### config.mk
export PLATFORM = sky130hd
export DESIGN_NAME = hrp_lane
export DESIGN_NICKNAME = d
export VERILOG_FILES = /design/src/four_point_hull_radon_partition_assert.svh /design/src/hrp_pkg.sv /design/src/hrp_lane.sv
export SDC_FILE = /design/constraint.sdc
export NUM_CORES = 2
export LEC_CHECK = 0
export BUFFER_PORTS_ARGS = -buffer_cell sky130_fd_sc_hd__clkbuf_2
export CORE_UTILIZATION = 62
export DETAILED_ROUTE_END_ITERATION = 10
export PLACE_DENSITY_LB_ADDON = 0.15
export SLEW_MARGIN = 20
export SYNTH_ARGS = -nofsm -noshare
export SYNTH_HDL_FRONTEND = slang
export SYNTH_SLANG_ARGS = --single-unit
### constraint.sdc
create_clock -name clk -period 9 [get_ports clk]
set_input_delay 0.45 -clock clk [delete_from_list [all_inputs] [get_ports clk]]
set_output_delay 0.45 -clock clk [all_outputs]
set_load 0.02 [all_outputs]
### src/four_point_hull_radon_partition_assert.svh
`ifndef FOUR_POINT_HULL_RADON_PARTITION_ASSERT_SVH
`define FOUR_POINT_HULL_RADON_PARTITION_ASSERT_SVH

// Same-cycle implication, checked at every rising edge outside reset.
`define HRP_ASSERT_NOW(label, clk, rst_n, ante, cons, msg) \
	label: assert property (@(posedge clk) disable iff (!rst_n) (ante) |-> (cons)) \
		else $error(msg);

// Next-cycle implication, checked at every rising edge outside reset.
`define HRP_ASSERT_NEXT(label, clk, rst_n, ante, cons, msg) \
	label: assert property (@(posedge clk) disable iff (!rst_n) (ante) |=> (cons)) \
		else $error(msg);

`endif

### src/hrp_pkg.sv
package hrp_pkg;

	localparam int unsigned COORD_BITS_DEF = 16;
	localparam int unsigned NUM_PTS = 4;

	typedef enum logic [1:0] {
		KIND_SEGMENT  = 2'd0,
		KIND_TRIANGLE = 2'd1,
		KIND_QUAD     = 2'd2
	} hull_kind_t;

	typedef logic [1:0] pt_idx_t;
	typedef logic [NUM_PTS-1:0] pt_mask_t;

	localparam pt_mask_t SEG_DEFAULT_MASK = 4'b0011;

	typedef struct packed {
		logic pos;
		logic neg;
	} ori_t;

	typedef ori_t [NUM_PTS-1:0] ori_vec_t;

	typedef logic [NUM_PTS-1:0][NUM_PTS-1:0] pt_rel_t;

	typedef struct packed {
		pt_rel_t eq;
		pt_rel_t ltx;
		pt_rel_t lty;
	} rel_t;

	typedef struct packed {
		logic s1;
		logic s2;
	} stage_en_t;

endpackage

### src/hrp_lane.sv
module hrp_lane #(
	parameter int unsigned COORD_BITS = hrp_pkg::COORD_BITS_DEF
) (
	input  logic                          clk,
	input  hrp_pkg::stage_en_t            en,
	input  logic signed [COORD_BITS-1:0]  ax,
	input  logic signed [COORD_BITS-1:0]  ay,
	input  logic signed [COORD_BITS-1:0]  bx,
	input  logic signed [COORD_BITS-1:0]  by,
	input  logic signed [COORD_BITS-1:0]  cx,
	input  logic signed [COORD_BITS-1:0]  cy,
	output hrp_pkg::ori_t                 ori_s2
);
	import hrp_pkg::*;

	logic signed [COORD_BITS:0]     dxb;
	logic signed [COORD_BITS:0]     dyb;
	logic signed [COORD_BITS:0]     dxc;
	logic signed [COORD_BITS:0]     dyc;
	logic signed [2*COORD_BITS+1:0] prod_l_s1;
	logic signed [2*COORD_BITS+1:0] prod_r_s1;

	assign dxb = $signed({bx[COORD_BITS-1], bx}) - $signed({ax[COORD_BITS-1], ax});
	assign dyb = $signed({by[COORD_BITS-1], by}) - $signed({ay[COORD_BITS-1], ay});
	assign dxc = $signed({cx[COORD_BITS-1], cx}) - $signed({ax[COORD_BITS-1], ax});
	assign dyc = $signed({cy[COORD_BITS-1], cy}) - $signed({ay[COORD_BITS-1], ay});

	always_ff @(posedge clk) begin
		if (en.s1) begin
			prod_l_s1 <= dxb * dyc;
			prod_r_s1 <= dyb * dxc;
		end
		if (en.s2) begin
			ori_s2.pos <= prod_l_s1 > prod_r_s1;
			ori_s2.neg <= prod_l_s1 < prod_r_s1;
		end
	end
endmodule

==> results.sh <==
export IMPL_critPathArrivalTime_ns=8.70
export IMPL_worst_pin_slew_ns=1.24
export IMPL_synth_ff_type="edfxtp_1"
export IMPL_rows=77
export IMPL_vias_per_cell=5.70
export IMPL_nets=4127
export IMPL_whs_endpoint="ori_s2[0]$_DFFE_PP_"
export IMPL_drive_above_1_share=0.0934
export IMPL_dieWidth_um=213
export IMPL_critPathKind="in -> reg"
export IMPL_synth_common_cells="inv_1 (724), fa_1 (596), nand2_1 (338)"
export IMPL_antenna_found_initial=5
export IMPL_avgSynthCellArea_um2=9.19
export IMPL_insertion_delay_ns=0.34
export IMPL_cts_tree="done"
export IMPL_hold_depth=1
export IMPL_grt_max_degree=69
export IMPL_path_clk_slew_ns=0.06
export IMPL_fmax_mhz=116
export IMPL_critPathRequiredTime_ns=9.06
export IMPL_drtIter0Drc=1763
export IMPL_synth_enable_flop_cells=70
export IMPL_vias=21500
export IMPL_slowest_delay_ns=0.55
export IMPL_area_delta_synth_final_pct=7.32
export IMPL_maxSlewViolCount=0
export IMPL_yosysWarnings=0
export IMPL_skew_ns=0.00595
export IMPL_first_pass_iters=7
export IMPL_slew_headroom=0.175
export IMPL_grt_first_pass_wirelength_um=119000
export IMPL_multiInputGateArea_um2=22600
export IMPL_post_cts_buffers=0
export IMPL_worst_r2r_path_depth=10
export IMPL_core_um2=44100
export IMPL_finalWeightedCongestion=0.995
export IMPL_antenna_left=0
export IMPL_dpl_hpwl_um=65900
export IMPL_post_route_period_util=0.960
export IMPL_status="finished clean"
export IMPL_crit_top_cell="fa_1"
export IMPL_ff2ff_setup_slack_ns=6.08
export IMPL_min_from="en[0]"
export IMPL_r2r_end="ori_s2[1]$_DFFE_PP_"
export IMPL_routed_wl_um=75500
export IMPL_root_buffer="clkbuf_16"
export IMPL_io_buffer_count=100
export IMPL_grt_overflow=0
export IMPL_clock_sinks=70
export IMPL_track_usage=0.351
export IMPL_die_y_um=213
export IMPL_synth_async_reset_ratio=0
export IMPL_syn_inst=3014
export IMPL_regArea_um2=2100
export IMPL_cts_path_max_buffers=2
export IMPL_netlist_top_cells_area="fa_1 (43%), ha_1 (12%), inv_1 (9.8%), edfxtp_1 (7.6%), nand2_1 (4.6%)"
export IMPL_synth_cell_types=80
export IMPL_maxCapViolCount=0
export IMPL_rsz0062_at_grt="no"
export IMPL_seq_area_frac_synth=0.0759
export IMPL_synth_top_area_frac=0.431
export IMPL_wire_per_inst_um=20.1
export IMPL_htreeDepth=3
export IMPL_hold_ws_ns=0.442
export IMPL_setup_violations=0
export IMPL_reg2reg_from="prod_l_s1[1]$_DFFE_PP_"
export IMPL_crit_slowest_cell="fa_1"
export IMPL_drc=0
export IMPL_io_pins=101
export IMPL_synth_fp_nets=3977
export IMPL_netlist_area_um2=27700
export IMPL_utilization=0.673
export IMPL_synth_top_cell_by_area="fa_1"
export IMPL_hp_class="in -> reg"
export IMPL_fin_crit_ns=8.64
export IMPL_critPathCaptureType="register"
export IMPL_cts_inserted_buffers=9
export IMPL_ys_ff_latch=70
export IMPL_cp_start_kind="input pin"
export IMPL_nFillCells=3683
export IMPL_path_max_fanout=5
export IMPL_synth_most_common_cell="inv_1"
export IMPL_start_util=0.627
export IMPL_first_global_vias=22800
export IMPL_dieArea_um2=45500
export IMPL_finalHoldViolCount=0
export IMPL_fin_setup_tns_ns=0
==> sequential cells by signal, summed over array words and instances (netlist names) <==
signal,cells
prod_r_s1,34
ori_s2,2
prod_l_s1,34
==> critical path, delay by kind of cell <==
| kind | cells | cell delay (ns) |
|---|---|---|
| adder cells (fa/ha/maj) | 9 | 4.11 |
| buffers and inverters | 4 | 0.29 |
| AND/OR/NAND/NOR | 8 | 1.25 |
| AO/OA/AOI/OAI | 10 | 2.60 |
==> how the worst max path moves through the flow <==
stage           from                      end  slack (ns)
2_1_floorplan  by[0]  prod_r_s1[32]$_DFFE_PP_        1.15
3_3_place_gp   ay[0]  prod_r_s1[32]$_DFFE_PP_        0.32
3_5_place_dp   by[0]  prod_r_s1[32]$_DFFE_PP_        0.12
4_1_cts        ay[0]  prod_r_s1[32]$_DFFE_PP_        0.44
5_1_grt        ay[0]  prod_r_s1[32]$_DFFE_PP_        0.08
6_report       ay[0]  prod_r_s1[32]$_DFFE_PP_        0.36
==> final cells by class <==
cell class	count	share of cell area
antenna	1	0.0000842
clock inverter	7	0.00328
tap	592	0.0249
sequential	70	0.0707
multi-input combinational	2156	0.759
timing repair buffer	203	0.0429
clock buffer	9	0.00758
inverter	724	0.0915
==> stage by stage <==
stage	std cells	worst slack (ns)	instance area (µm²)
global placement	3745	0.323	29400
detailed placement	3745	0.117	29400
floorplan	3014	1.15	27700
CTS	3761	0.435	29700
global route	3761	0.0823	29700
finish	3762	0.361	29700
==> layer usage <==
metal	global-route usage	up-vias	share of wire
met3	0.0768	215	0.10
met4	0.144	2	0.046
met2	0.564	1035	0.47
li1	-	9433	-
met5	0	-	0.00019
met1	0.465	10800	0.38
==> cell families (layout without fill, tap and decap cells) <==
group / after synthesis / after routing / synth area share
flip-flops: 70 / 70 / 0.0759
multiplexers: 3 / 3 / 0.00108
other: 0 / 1 / 0
AND/OR/NAND/NOR: 852 / 852 / 0.138
XOR/XNOR: 138 / 138 / 0.0453
adder cells (fa/ha/maj): 864 / 864 / 0.552
AO/OA/AOI/OAI: 299 / 299 / 0.0775
buffers and inverters: 788 / 943 / 0.110
==> timing repair <==
item / CTS / global route
hold buffers: 0 / 0
setup endpoints to repair: 0 / 2
endpoints found under the hold margin: 0 / 0
gates resized for setup: 0 / 1
==> cells in the final DEF, fill, tap and decap left out, types with 70 or more instances in the layout <==
master and count:
ha_1 268, a21oi_1 73, buf_4 103, xnor2_1 83
nor2_1 267, edfxtp_1 70, inv_1 724, nand2_1 338
fa_1 596, clkbuf_2 99
Power is not shown: default switching activity piles up to over one toggle a cycle in this logic, so the estimate is an artifact.
