--- src/four_point_hull_radon_partition_assert.svh ---
`ifndef FOUR_POINT_HULL_RADON_PARTITION_ASSERT_SVH
`define FOUR_POINT_HULL_RADON_PARTITION_ASSERT_SVH

// Same-cycle implication, checked at every rising edge outside reset.
`define HRP_ASSERT_NOW(label, clk, rst_n, ante, cons, msg) \
	label: assert property (@(posedge clk) disable iff (!rst_n) (ante) |-> (cons)) \
		else $error(msg);

// Next-cycle implication, checked at every rising edge outside reset.
`define HRP_ASSERT_NEXT(label, clk, rst_n, ante, cons, msg) \
	label: assert property (@(posedge clk) disable iff (!rst_n) (ante) |=> (cons)) \
		else $error(msg);

`endif

--- src/hrp_pkg.sv ---
package hrp_pkg;

	localparam int unsigned COORD_BITS_DEF = 16;
	localparam int unsigned NUM_PTS = 4;

	typedef enum logic [1:0] {
		KIND_SEGMENT  = 2'd0,
		KIND_TRIANGLE = 2'd1,
		KIND_QUAD     = 2'd2
	} hull_kind_t;

	typedef logic [1:0] pt_idx_t;
	typedef logic [NUM_PTS-1:0] pt_mask_t;

	localparam pt_mask_t SEG_DEFAULT_MASK = 4'b0011;

	typedef struct packed {
		logic pos;
		logic neg;
	} ori_t;

	typedef ori_t [NUM_PTS-1:0] ori_vec_t;

	typedef logic [NUM_PTS-1:0][NUM_PTS-1:0] pt_rel_t;

	typedef struct packed {
		pt_rel_t eq;
		pt_rel_t ltx;
		pt_rel_t lty;
	} rel_t;

	typedef struct packed {
		logic s1;
		logic s2;
	} stage_en_t;

endpackage

--- src/hrp_merge.sv ---
module hrp_merge (
	input  hrp_pkg::ori_vec_t  ori,
	input  hrp_pkg::rel_t      rel,
	output hrp_pkg::hull_kind_t kind,
	output hrp_pkg::pt_mask_t  set_i_mask,
	output hrp_pkg::pt_idx_t   anchor
);
	import hrp_pkg::*;

	// Each lane holds the orientation of the sorted triple that leaves out one point.
	// Any other ordering of that triple follows from the parity of the permutation.
	function automatic ori_t ori3(ori_vec_t o, pt_idx_t a, pt_idx_t b, pt_idx_t c);
		ori_t r;
		logic flip;
		r = o[a ^ b ^ c];
		flip = (a > b) ^ (a > c) ^ (b > c);
		if (flip) begin
			r = '{pos: r.neg, neg: r.pos};
		end
		return r;
	endfunction

	function automatic logic between(pt_rel_t lt, pt_idx_t p, pt_idx_t a, pt_idx_t b);
		return !(lt[p][a] && lt[p][b]) && !(lt[a][p] && lt[b][p]);
	endfunction

	function automatic logic is_zero(ori_t o);
		return !o.pos && !o.neg;
	endfunction

	function automatic logic same_side(ori_t o, ori_t t);
		return !(o.pos && t.neg) && !(o.neg && t.pos);
	endfunction

	function automatic logic on_seg(ori_vec_t o, rel_t r, pt_idx_t p, pt_idx_t a,
			pt_idx_t b);
		return is_zero(ori3(o, a, b, p)) && between(r.ltx, p, a, b) &&
			between(r.lty, p, a, b);
	endfunction

	function automatic logic in_hull(ori_vec_t o, rel_t r, pt_idx_t p, pt_idx_t s0,
			pt_idx_t s1, pt_idx_t s2, logic [1:0] n);
		ori_t t;
		logic res;
		t = ori3(o, s0, s1, s2);
		unique case (n)
			2'd0: res = 1'b0;
			2'd1: res = r.eq[p][s0];
			2'd2: res = on_seg(o, r, p, s0, s1);
			default: begin
				if (is_zero(t)) begin
					res = on_seg(o, r, p, s0, s1) || on_seg(o, r, p, s0, s2) ||
						on_seg(o, r, p, s1, s2);
				end else begin
					res = same_side(ori3(o, s0, s1, p), t) &&
						same_side(ori3(o, s1, s2, p), t) &&
						same_side(ori3(o, s2, s0, p), t);
				end
			end
		endcase
		return res;
	endfunction

	always_comb begin
		pt_mask_t   uniq;
		pt_mask_t   vm;
		pt_mask_t   imask;
		pt_idx_t    s [NUM_PTS];
		logic [1:0] n;
		logic [2:0] h;
		pt_idx_t    anc;
		pt_idx_t    b0;
		pt_idx_t    b1;
		logic       bsel;
		logic       found;
		ori_t       o0;
		ori_t       o1;

		anc = '0;
		for (int i = 1; i < NUM_PTS; i++) begin
			if (rel.lty[i][anc] || (!rel.lty[anc][i] && rel.ltx[i][anc])) begin
				anc = pt_idx_t'(i);
			end
		end

		for (int i = 0; i < NUM_PTS; i++) begin
			uniq[i] = 1'b1;
			for (int j = 0; j < i; j++) begin
				if (rel.eq[j][i]) begin
					uniq[i] = 1'b0;
				end
			end
		end

		for (int i = 0; i < NUM_PTS; i++) begin
			n = '0;
			for (int k = 0; k < NUM_PTS; k++) begin
				s[k] = '0;
			end
			for (int j = 0; j < NUM_PTS; j++) begin
				if (j != i && uniq[j]) begin
					s[n] = pt_idx_t'(j);
					n = n + 2'd1;
				end
			end
			vm[i] = uniq[i] && ((n == 2'd0) ||
				!in_hull(ori, rel, pt_idx_t'(i), s[0], s[1], s[2], n));
		end
		h = 3'($countones(vm));

		found = 1'b0;
		imask = '0;
		imask[anc] = 1'b1;
		for (int i = 0; i < NUM_PTS; i++) begin
			b0 = '0;
			b1 = '0;
			bsel = 1'b0;
			for (int j = 0; j < NUM_PTS; j++) begin
				if (j != anc && j != i) begin
					if (!bsel) begin
						b0 = pt_idx_t'(j);
					end else begin
						b1 = pt_idx_t'(j);
					end
					bsel = 1'b1;
				end
			end
			o0 = ori3(ori, anc, pt_idx_t'(i), b0);
			o1 = ori3(ori, anc, pt_idx_t'(i), b1);
			if (!found && i != anc && ((o0.pos && o1.neg) || (o0.neg && o1.pos))) begin
				imask[i] = 1'b1;
				found = 1'b1;
			end
		end

		priority if (h == 3'd4) begin
			kind = KIND_QUAD;
			set_i_mask = imask;
		end else if (h == 3'd3) begin
			kind = KIND_TRIANGLE;
			set_i_mask = vm;
		end else begin
			kind = KIND_SEGMENT;
			set_i_mask = (h == 3'd2) ? vm : SEG_DEFAULT_MASK;
		end
		anchor = anc;
	end
endmodule

--- config.mk ---
export PLATFORM = sky130hd
export DESIGN_NAME = hrp_merge
export DESIGN_NICKNAME = d
export VERILOG_FILES = /design/src/four_point_hull_radon_partition_assert.svh /design/src/hrp_pkg.sv /design/src/hrp_merge.sv
export SDC_FILE = /design/constraint.sdc
export NUM_CORES = 1
export LEC_CHECK = 0
export BUFFER_PORTS_ARGS = -buffer_cell sky130_fd_sc_hd__buf_2
export CAP_MARGIN = 25
export CORE_UTILIZATION = 49
export DETAILED_ROUTE_END_ITERATION = 12
export GPL_TIMING_DRIVEN = 0
export PLACE_DENSITY_LB_ADDON = 0.15
export SLEW_MARGIN = 20
export SYNTH_ARGS = -nofsm -noshare
export SYNTH_HDL_FRONTEND = slang
export SYNTH_SLANG_ARGS = --single-unit
--- constraint.sdc ---
create_clock -name vclk -period 10.27
set_input_delay 1.5405 -clock vclk [all_inputs]
set_output_delay 1.5405 -clock vclk [all_outputs]
set_load 0.05 [all_outputs]
==> reports/results.tsv, run 1 <==
stage	metric	value	unit
setup_path	crit path buf inv count	6	
logic_synthesis	cell area after synthesis	4130	um^2
logic_synthesis	Adder-Cell Fraction of Synth Area	10.2	%
setup_path	CP endpoint kind	primary output	
logic_synthesis	post-synthesis sequential area ratio	0	%
route	# DRC	0	
setup_path	CP max stage cell	mux4_2	
layout	Finished Core Util	55.4	%
placement	RePlAce Congestion	0.954	
worst_hold_path	min-delay worst type	in -> out	
placement	number of port buffers	54	
layout	Seq Cell Count	0	
route	post-route ant nets	0	
logic_synthesis	Post-Syn Instances	477	
layout	Clock Buffer Count	0	
grt	vias in the first global route	4053	
sta	Final Hold Fails	0	
sta	Setup TNS Final	0	ps
sta	worst hold slack	3780	ps
setup_path	critical path peak fanout	19	
layout	Final nets	620	
logic_synthesis	Compound-Gate Fraction of Synth Area	25.4	%
route	Detailed Route WL	14.1	mm
setup_path	CP startpoint kind	input pin	
logic_synthesis	post-synthesis mux area share	38.2	%
sta	Final Slew Violations	0	
layout	Reg area	0	um^2
outcome	status	finished clean	
setup_path	number of cells on the critical path	23	
layout	FILL cells	789	
sta	final setup fails	0	
setup_path	Worst Path Required	8730	ps
floorplan	DIE AREA	8800	um^2
pwr	Tot Pwr	0.270	mW
grt	largest net degree at the start of global routing	17	
logic_synthesis	syn_nets	565	
logic_synthesis	Post-Synth Simple-Gate Area	14.5	%
sta	Tmin final	9720	ps
placement	Post-DP Area	4530	um^2
layout	# diodes	0	
layout	Finished Cell Area	4530	um^2
sta	RSZ-0062 raised after global routing	no	
pwr	PD cells	59.7	nW/um^2
floorplan	Die Span Y	93.8	um
setup_path	crit-path cells	buf_2 > inv_1 > ha_1 > clkbuf_1 > nor2_1 > ha_1 > mux4_2 > nor3_1 > nand2_1 > nor4_1 > nor3_1 > o31ai_1 > and2_1 > fa_1 > inv_1 > ha_1 > ha_1 > nor2_1 > nand2_1 > inv_1 > a32oi_1 > a21bo_1 > buf_2	
sta	Slew @ Worst Pin	1030	ps
route	1st-pass router iterations	5	
route	Initial DRC Count	418	
pwr	maximum VDD drop	0.0000308	V
route	DR vias	4421	
setup_path	Critical path destination	set_i_mask[3]	
sta	Final Cycle Share	94.7	%
pwr	Lkg Pwr	1.75	nW
grt	antenna violations before repair	0	
logic_synthesis	Distinct cells, synth	65	
floorplan	# IOs	64	
floorplan	core area	8180	um^2
setup_path	crit-path max cell delay	580	ps
sta	headroom to the max-slew limit	31.1	%
logic_synthesis	top-count cell post-synth	mux4_2	
run	Max Cap Viol	0	
logic_synthesis	leading area contributor after synthesis	mux4_2	
route	DR vias/cell	6.96	
grt	GRT Total Usage	32.1	%
sta	f_max	103	MHz
setup_path	critical path arrival	8180	ps
setup_path	Top Family by Delay on Critical Path	buffers and inverters	
grt	grt total ovfl	0	
setup_path	CP dominant cell by count	ha_1	
layout	layout cells sized above 1	26.6	%
layout	Area Overhead vs Synth	9.70	%
logic_synthesis	yosys warns	0	
logic_synthesis	area fraction of the dominant cell type after synthesis	26.7	%
setup_path	Worst Setup Path Type	in -> out	
placement	Post-DP HPWL	11.1	mm
floorplan	row count	33	
logic_synthesis	largest cells by area after synthesis	mux4_2 (27%), ha_1 (8.8%), mux2i_1 (6.5%)	
logic_synthesis	largest family of logic cells by synthesized area	multiplexers	
logic_synthesis	Post-Synth XOR/XNOR Area	4.88	%
grt	first-pass GRT wire length	22.0	mm
logic_synthesis	Mean Syn Cell Area	8.66	um^2
logic_synthesis	synth cell count leaders	mux4_2 (49), clkbuf_1 (36), nand2_1 (35)	
floorplan	die width	93.8	um
floorplan	Initial Utilization	50.5	%
setup_path	launch point of the worst path	rel[33]	
route	DR WL/cell	22.3	um
## worst min-delay path by stage
stage / start / to / slack (ps) / cells after the start
CTS: rel[36] / set_i_mask[1] / 3780 / 6
detailed placement: rel[36] / set_i_mask[1] / 3770 / 6
global placement: rel[36] / set_i_mask[1] / 3760 / 6
floorplan: rel[36] / set_i_mask[1] / 3680 / 4
global route: rel[36] / set_i_mask[1] / 3830 / 6
finish: rel[36] / set_i_mask[1] / 3780 / 6
## repair_timing
action / in CTS / in global routing
setup buffers: 0 / 0
setup endpoints to repair: 0 / 6
resized for setup: 0 / 1
hold buffers: 0 / 0
## cell type report
class                           count  area (um^2)  share of cell area (%)
Buffer                             43          176                    3.90
Multi-Input combinational cell    406         3850                    84.9
Inverter                           27          104                    2.29
Timing Repair Buffer               54          270                    5.97
Tap cell                          105          131                    2.90
## power breakdown
| part | switching, mW | internal, mW |
|---|---|---|
| clock network | 0 | 0 |
| logic | 0.157 | 0.113 |
| registers | 0 | 0 |
## layer usage
layer  GRT usage (%)  share of wire, %  vias up
li1                -                 -     1994
met1            46.9                44     2192
met2            51.6                46      215
met3            2.18               7.3       20
met4            7.18               2.2        0
met5               0                 0        -
## layout by cell type (no fill, tap or decap), types with 3 or more instances in the layout
| cell | instances |
|---|---|
| o2bb2ai_1 | 3 |
| o31ai_1 | 3 |
| and3_1 | 3 |
| a222oi_1 | 5 |
| mux2_2 | 18 |
| mux4_2 | 49 |
| xor2_1 | 11 |
| a21oi_1 | 24 |
| nor2_1 | 20 |
| a221oi_1 | 8 |
| buf_2 | 57 |
| a31oi_1 | 7 |
| mux2i_1 | 27 |
| nand2_1 | 35 |
| nor3_1 | 13 |
| fa_1 | 3 |
| nor4_1 | 3 |
| xnor2_1 | 12 |
| nor2b_1 | 9 |
| nand3_1 | 6 |
| o21ai_0 | 24 |
| clkbuf_1 | 36 |
| nand2b_1 | 5 |
| a21boi_0 | 7 |
| o211ai_1 | 7 |
| and2_1 | 4 |
| a311oi_1 | 8 |
| inv_1 | 25 |
| a21o_1 | 4 |
| a211oi_1 | 11 |
| ha_1 | 29 |
| a221o_1 | 3 |
| a22oi_1 | 9 |
## cells by family after synthesis
| logic type | Yosys count |
|---|---|
| mux | 94 |
| simple gates | 114 |
| fa+ha+maj | 32 |
| compound gates | 143 |
| xor+xnor | 23 |
| buf+inv | 71 |
## metrics by stage
step,worst slack [ps],std cells
2_1_floorplan,1660,477
3_3_place_gp,202,636
3_5_place_dp,186,636
4_1_cts,175,636
5_1_grt,176,635
6_report,547,635
Note: power is estimated with default switching activity, not from simulation.
==> run 2: changes to the inputs <==
--- a/config.mk
+++ b/config.mk
@@ -11,6 +11,7 @@
 export DETAILED_ROUTE_END_ITERATION = 12
 export GPL_TIMING_DRIVEN = 0
 export PLACE_DENSITY_LB_ADDON = 0.15
+export RECOVER_POWER = 100
 export SLEW_MARGIN = 20
 export SYNTH_ARGS = -nofsm -noshare
 export SYNTH_HDL_FRONTEND = slang
==> run 2 against run 1 <==
Clock-buffer cell count unchanged. Combinational power barely moved. Routed wire length hardly changed. Critical path depth unchanged. Cell area decreased by 0.19%. Die area stayed put. Via count up 0.20%. Fmax down 0.30%. Final cell count did not move. Worst hold slack better by 33 ps. Critical path type unchanged.
==> reports/results.tsv, run 2 (synthesized netlist as in run 1, its figures left out) <==
stage	metric	value	unit	change
outcome	status	finished clean		
floorplan	die width	93.8	um	unchanged
placement	Post-DP Area	4530	um^2	unchanged
placement	number of port buffers	54		unchanged
setup_path	critical path peak fanout	19		unchanged
layout	Area Overhead vs Synth	9.48	%	
grt	grt total ovfl	0		unchanged
floorplan	# IOs	64		unchanged
layout	commonest non-fill, non-tap cell in the layout	buf_2		
pwr	maximum VDD drop	0.0000307	V	about the same
pwr	Tot Pwr	0.269	mW	-0.36%
route	DR vias/cell	6.98		+0.20%
route	DR vias	4430		+0.20%
setup_path	CP startpoint kind	input pin		
clocking	CTS Hold Bufs	0		unchanged
grt	GR peak layer	met2		
sta	headroom to the max-slew limit	32.3	%	+1.3 points
layout	Clock Buffer Count	0		unchanged
sta	final setup fails	0		unchanged
sta	Tmin final	9750	ps	+29.0 ps
grt	antenna violations before repair	0		unchanged
floorplan	Die Span Y	93.8	um	unchanged
layout	commonest cells after routing, fill and taps aside	buf_2 (52), mux4_2 (49), clkbuf_1 (38)		
sta	Slew @ Worst Pin	1010	ps	-19.1 ps
grt	met2 Use GR	51.6	%	unchanged
grt	vias in the first global route	4053		unchanged
clocking	postcts setup bufs	0		unchanged
pwr	Pint	0.113	mW	-0.47%
grt	M3 GR Usage	2.18	%	unchanged
pwr	Clk pwr share	0	%	unchanged
setup_path	Worst Path Required	8730	ps	about the same
grt	met1 GRT Util	46.9	%	unchanged
layout	Seq Cell Count	0		unchanged
placement	RePlAce Congestion	0.954		unchanged
floorplan	core area	8180	um^2	unchanged
pwr	PD cells	59.6	nW/um^2	-0.17%
worst_hold_path	min-delay worst type	in -> out		
floorplan	row count	33		unchanged
layout	# diodes	0		unchanged
sta	Setup TNS Final	0	ps	unchanged
grt	GRT Total Usage	32.1	%	unchanged
setup_path	CP max stage cell	mux4_2		
sta	RSZ-0062 raised after global routing	no		
floorplan	DIE AREA	8800	um^2	unchanged
placement	Post-DP HPWL	11.1	mm	unchanged
floorplan	Initial Utilization	50.5	%	unchanged
route	1st-pass router iterations	7		+2
sta	Final Slew Violations	0		unchanged
sta	f_max	103	MHz	-0.30%
route	Detailed Route WL	14.1	mm	about the same
route	# DRC	0		unchanged
setup_path	CP dominant cell by count	ha_1		
setup_path	crit-path max cell delay	570	ps	about the same
pwr	sequential group share of total power	0	%	unchanged
route	post-route ant nets	0		unchanged
grt	largest net degree at the start of global routing	17		unchanged
layout	Final nets	620		unchanged
grt	first-pass GRT wire length	22.0	mm	unchanged
layout	layout cells sized above 1	26.0	%	-0.57 points
sta	Final Cycle Share	95.0	%	+0.28 points
layout	Finished Cell Area	4520	um^2	-0.19%
sta	final worst-path setup slack	518	ps	-29.0 ps
route	Initial DRC Count	399		-4.5%
run	Max Cap Viol	0		unchanged
placement	dpl ws	186	ps	unchanged
pwr	sw frac	58.1	%	about the same
setup_path	crit-path cells	clkbuf_2 > inv_1 > ha_1 > clkbuf_1 > nor2_1 > ha_1 > mux4_2 > nor3_1 > nand2_1 > nor4_1 > nor3_1 > o31ai_1 > and2_1 > fa_1 > inv_1 > ha_1 > ha_1 > nor2_1 > nand2_1 > inv_1 > a32oi_1 > a21bo_1 > clkbuf_2		
setup_path	Worst Setup Path Type	in -> out		
pwr	switching power	0.157	mW	-0.29%
sta	Final Hold Fails	0		unchanged
layout	Reg area	0	um^2	unchanged
setup_path	CP endpoint kind	primary output		
pwr	Lkg Pwr	1.74	nW	-0.34%
pwr	Gate power share	100.0	%	about the same
setup_path	critical path arrival	8210	ps	+30 ps
route	DR WL/cell	22.2	um	about the same
-- run 2: power by group through the flow --
stage               registers [mW]  logic (mW)  clock network (mW)
global route                     0       0.290                   0
floorplan                        0       0.198                   0
CTS                              0       0.266                   0
detailed placement               0       0.265                   0
finish                           0       0.269                   0
global placement                 0       0.260                   0
-- run 2: final timing paths --
path | from | slack (ps) | to | cells after the start
max | rel[33] | 520 | set_i_mask[3] | 23
min | rel[36] | 3810 | set_i_mask[1] | 6
-- run 2: cell type report --
type               count  area [um^2]
repair buffers        54          268
inverters             27          104
multi-input cells    406         3840
fillers              791         3650
well taps            105          131
plain buffers         43          176
-- run 2: timing repair --
action / CTS / global route
endpoints found under the setup margin: 0 / 6
hold endpoints to repair: 0 / 0
resized for setup: 0 / 1
-- run 2: through the flow --
step           cells  hold WS, ps  utilization (%)
2_1_floorplan    477         3680                -
3_3_place_gp     636         3760             55.4
3_5_place_dp     636         3770             55.4
4_1_cts          636         3780             55.4
5_1_grt          635         3850             55.3
6_report         635         3810             55.3
-- run 2: layer usage --
layer / vias to the layer above / share of wire [%]
li1: 1996 / -
met4: 0 / 2.2
met1: 2187 / 44
met3: 26 / 7.2
met2: 221 / 47
met5: - / 0
-- run 2: worst max-delay path, delay by kind of cell --
kind,cells,cell delay (ps)
buffers and inverters,6,1860
and+or+nand+nor,8,1760
adders and majority gates,5,1700
AOI/OAI and AO/OA,3,750
muxes,1,570
==> run 3: changes to the inputs <==
--- a/config.mk
+++ b/config.mk
@@ -7,6 +7,7 @@
 export LEC_CHECK = 0
 export BUFFER_PORTS_ARGS = -buffer_cell sky130_fd_sc_hd__buf_2
 export CAP_MARGIN = 25
+export CORE_MARGIN = 2
 export CORE_UTILIZATION = 49
 export DETAILED_ROUTE_END_ITERATION = 12
 export GPL_TIMING_DRIVEN = 0
==> constraint.sdc (replaced) <==
create_clock -name vclk -period 10.27
set_input_delay 1.5405 -clock vclk [all_inputs]
set_output_delay 1.5405 -clock vclk [all_outputs]
set_load 0.1 [all_outputs]
==> run 3 against run 2 <==
Setup slack worse by 110 ps. Sequential share of layout area stayed put. Clock-buffer cell count stayed put. Final cell count stayed put. Routed wire length is 3.3% higher. First-iteration DRC count is 6.8% higher. Critical path depth is 1 lower. Flip-flop and latch count stayed put. Cell area is 0.14% higher. Power is 6.2% higher. Global-route usage is 0.37 points lower. Via count is 2.5% higher. Largest power group unchanged. Highest routed layer unchanged.
==> reports/results.tsv, run 3 (synthesized netlist as in run 1, its figures left out) <==
stage	metric	value	unit	change
sta	headroom to the max-slew limit	23.3	%	-9.0 points
layout	# diodes	0		unchanged
route	# DRC	0		unchanged
worst_hold_path	min-delay worst type	in -> out		
setup_path	crit-path cells	buf_2 > inv_1 > ha_1 > clkbuf_1 > nor2_1 > ha_1 > mux4_2 > nor3_1 > nand2_1 > nor4_1 > nor3_1 > o31ai_1 > and2_1 > fa_1 > inv_1 > ha_1 > ha_1 > nor2_1 > nand2_1 > nor3_1 > a21bo_1 > buf_2		
layout	Area Overhead vs Synth	9.64	%	
route	1st-pass router iterations	5		-2
route	DR vias	4542		+2.5%
pwr	maximum VDD drop	0.0000335	V	+8.9%
setup_path	crit path buf inv count	5		-1
floorplan	Initial Utilization	50.5	%	unchanged
setup_path	crit-path max cell delay	580	ps	about the same
sta	Final Slew Violations	0		unchanged
layout	Final nets	620		unchanged
route	Max Used Layer	met4		
setup_path	Worst Path Required	8730	ps	about the same
floorplan	core area	8180	um^2	unchanged
grt	GRT Total Usage	31.7	%	-0.37 points
placement	Post-DP Area	4530	um^2	unchanged
placement	RePlAce Congestion	0.935		-1.9%
layout	FILL cells	781		-1.3%
grt	largest net degree at the start of global routing	17		unchanged
layout	commonest non-fill, non-tap cell in the layout	buf_2		
layout	fin cells	635		unchanged
clocking	postcts setup bufs	0		unchanged
clocking	CTS Hold Bufs	0		unchanged
floorplan	DIE AREA	9180	um^2	+4.3%
pwr	PD cells	63.2	nW/um^2	+6.0%
pwr	Pint	0.113	mW	+0.20%
sta	final setup fails	0		unchanged
setup_path	CP startpoint kind	input pin		
route	Initial DRC Count	426		+6.8%
layout	Seq Cell Count	0		unchanged
placement	Post-Place Cells	636		unchanged
layout	commonest cells after routing, fill and taps aside	buf_2 (52), mux4_2 (49), clkbuf_1 (38)		
grt	first-pass GRT wire length	22.6	mm	+2.8%
layout	Reg area	0	um^2	unchanged
route	post-route ant nets	0		unchanged
worst_hold_path	hold path cells	6		unchanged
worst_hold_path	Hold Crit Endpoint	set_i_mask[1]		
route	metal3 WL	1.38	mm	+36%
layout	Clock Buffer Count	0		unchanged
floorplan	row count	33		unchanged
sta	Final Cycle Share	96.0	%	+1.1 points
setup_path	critical path peak fanout	19		unchanged
outcome	status	finished clean		
setup_path	Top Family by Delay on Critical Path	simple AND/OR/NAND/NOR gates		
grt	antenna violations before repair	0		unchanged
setup_path	CP dominant cell by count	ha_1		
route	WL met2	6.85	mm	+4.2%
route	DRT met1 WL	6.19	mm	-0.63%
setup_path	Worst Setup Path Type	in -> out		
setup_path	critical path arrival	8320	ps	+110 ps
pwr	sequential group share of total power	0	%	unchanged
floorplan	die width	95.8	um	+2.1%
sta	f_max	101	MHz	-1.1%
setup_path	CP endpoint kind	primary output		
floorplan	Die Span Y	95.8	um	+2.1%
grt	grt total ovfl	0		unchanged
pwr	sw frac	60.5	%	+2.4 points
sta	Slew @ Worst Pin	1160	ps	+141 ps
sta	Tmin final	9860	ps	+110 ps
pwr	Clk pwr share	0	%	unchanged
placement	Post-DP HPWL	11.2	mm	+0.88%
setup_path	CP max stage cell	mux4_2		
sta	Final Hold Fails	0		unchanged
floorplan	# IOs	64		unchanged
layout	Finished Cell Area	4530	um^2	+0.14%
route	DR vias/cell	7.15		+2.5%
placement	number of port buffers	54		unchanged
sta	Setup TNS Final	0	ps	unchanged
layout	layout cells sized above 1	26.2	%	+0.19 points
worst_hold_path	min-delay src	rel[36]		
pwr	Lkg Pwr	1.75	nW	+0.20%
run	Max Cap Viol	0		unchanged
route	Detailed Route WL	14.6	mm	+3.3%
grt	vias in the first global route	4258		+5.1%
pwr	Gate power share	100.0	%	about the same
pwr	switching power	0.173	mW	+10%
sta	RSZ-0062 raised after global routing	no		
route	DR WL/cell	23.0	um	+3.3%
run 3: power groups by stage:
| stage | sequential, mW | combinational, mW | clock, mW |
|---|---|---|---|
| floorplan | 0 | 0.213 | 0 |
| global placement | 0 | 0.274 | 0 |
| detailed placement | 0 | 0.280 | 0 |
| CTS | 0 | 0.281 | 0 |
| global route | 0 | 0.308 | 0 |
| finish | 0 | 0.286 | 0 |
run 3: worst max-delay path by stage:
| stage | startpoint | end | slack [ps] | cells past startpoint |
|---|---|---|---|---|
| 6_report | rel[33] | set_i_mask[3] | 410 | 22 |
| 4_1_cts | rel[33] | set_i_mask[3] | 100 | 23 |
| 3_5_place_dp | rel[33] | set_i_mask[3] | 110 | 23 |
| 5_1_grt | rel[33] | set_i_mask[2] | 30 | 22 |
| 2_1_floorplan | rel[33] | set_i_mask[0] | 1020 | 21 |
| 3_3_place_gp | rel[33] | set_i_mask[2] | 160 | 23 |
run 3: per-stage QoR:
| step | hold slack [ps] | total power, mW | worst slack, ps | utilization, % |
|---|---|---|---|---|
| floorplan | 3890 | 0.213 | 1020 | - |
| global placement | 3880 | 0.274 | 159 | 55.4 |
| detailed placement | 3890 | 0.280 | 107 | 55.4 |
| CTS | 3890 | 0.281 | 98.4 | 55.4 |
| global route | 4030 | 0.308 | 28.6 | 55.4 |
| finish | 3970 | 0.286 | 407 | 55.4 |
run 3: per-layer routing:
metal | vias to the layer above | GRT usage (%)
li1 | 1995 | -
met1 | 2242 | 45.5
met2 | 289 | 52.0
met3 | 16 | 2.90
met4 | 0 | 6.90
met5 | - | 0
run 3: timing repair:
item                                   4_1_cts  5_1_grt
endpoints found under the hold margin        0        0
setup endpoints to repair                    0        6
gates resized for setup                      0        1
run 3: final cells by class:
| class | count | area (um^2) | area share [%] |
|---|---|---|---|
| plain buffers | 43 | 176 | 3.90 |
| inverters | 27 | 104 | 2.29 |
| multi-input cells | 406 | 3850 | 85.0 |
| well taps | 105 | 131 | 2.90 |
| repair buffers | 54 | 268 | 5.91 |
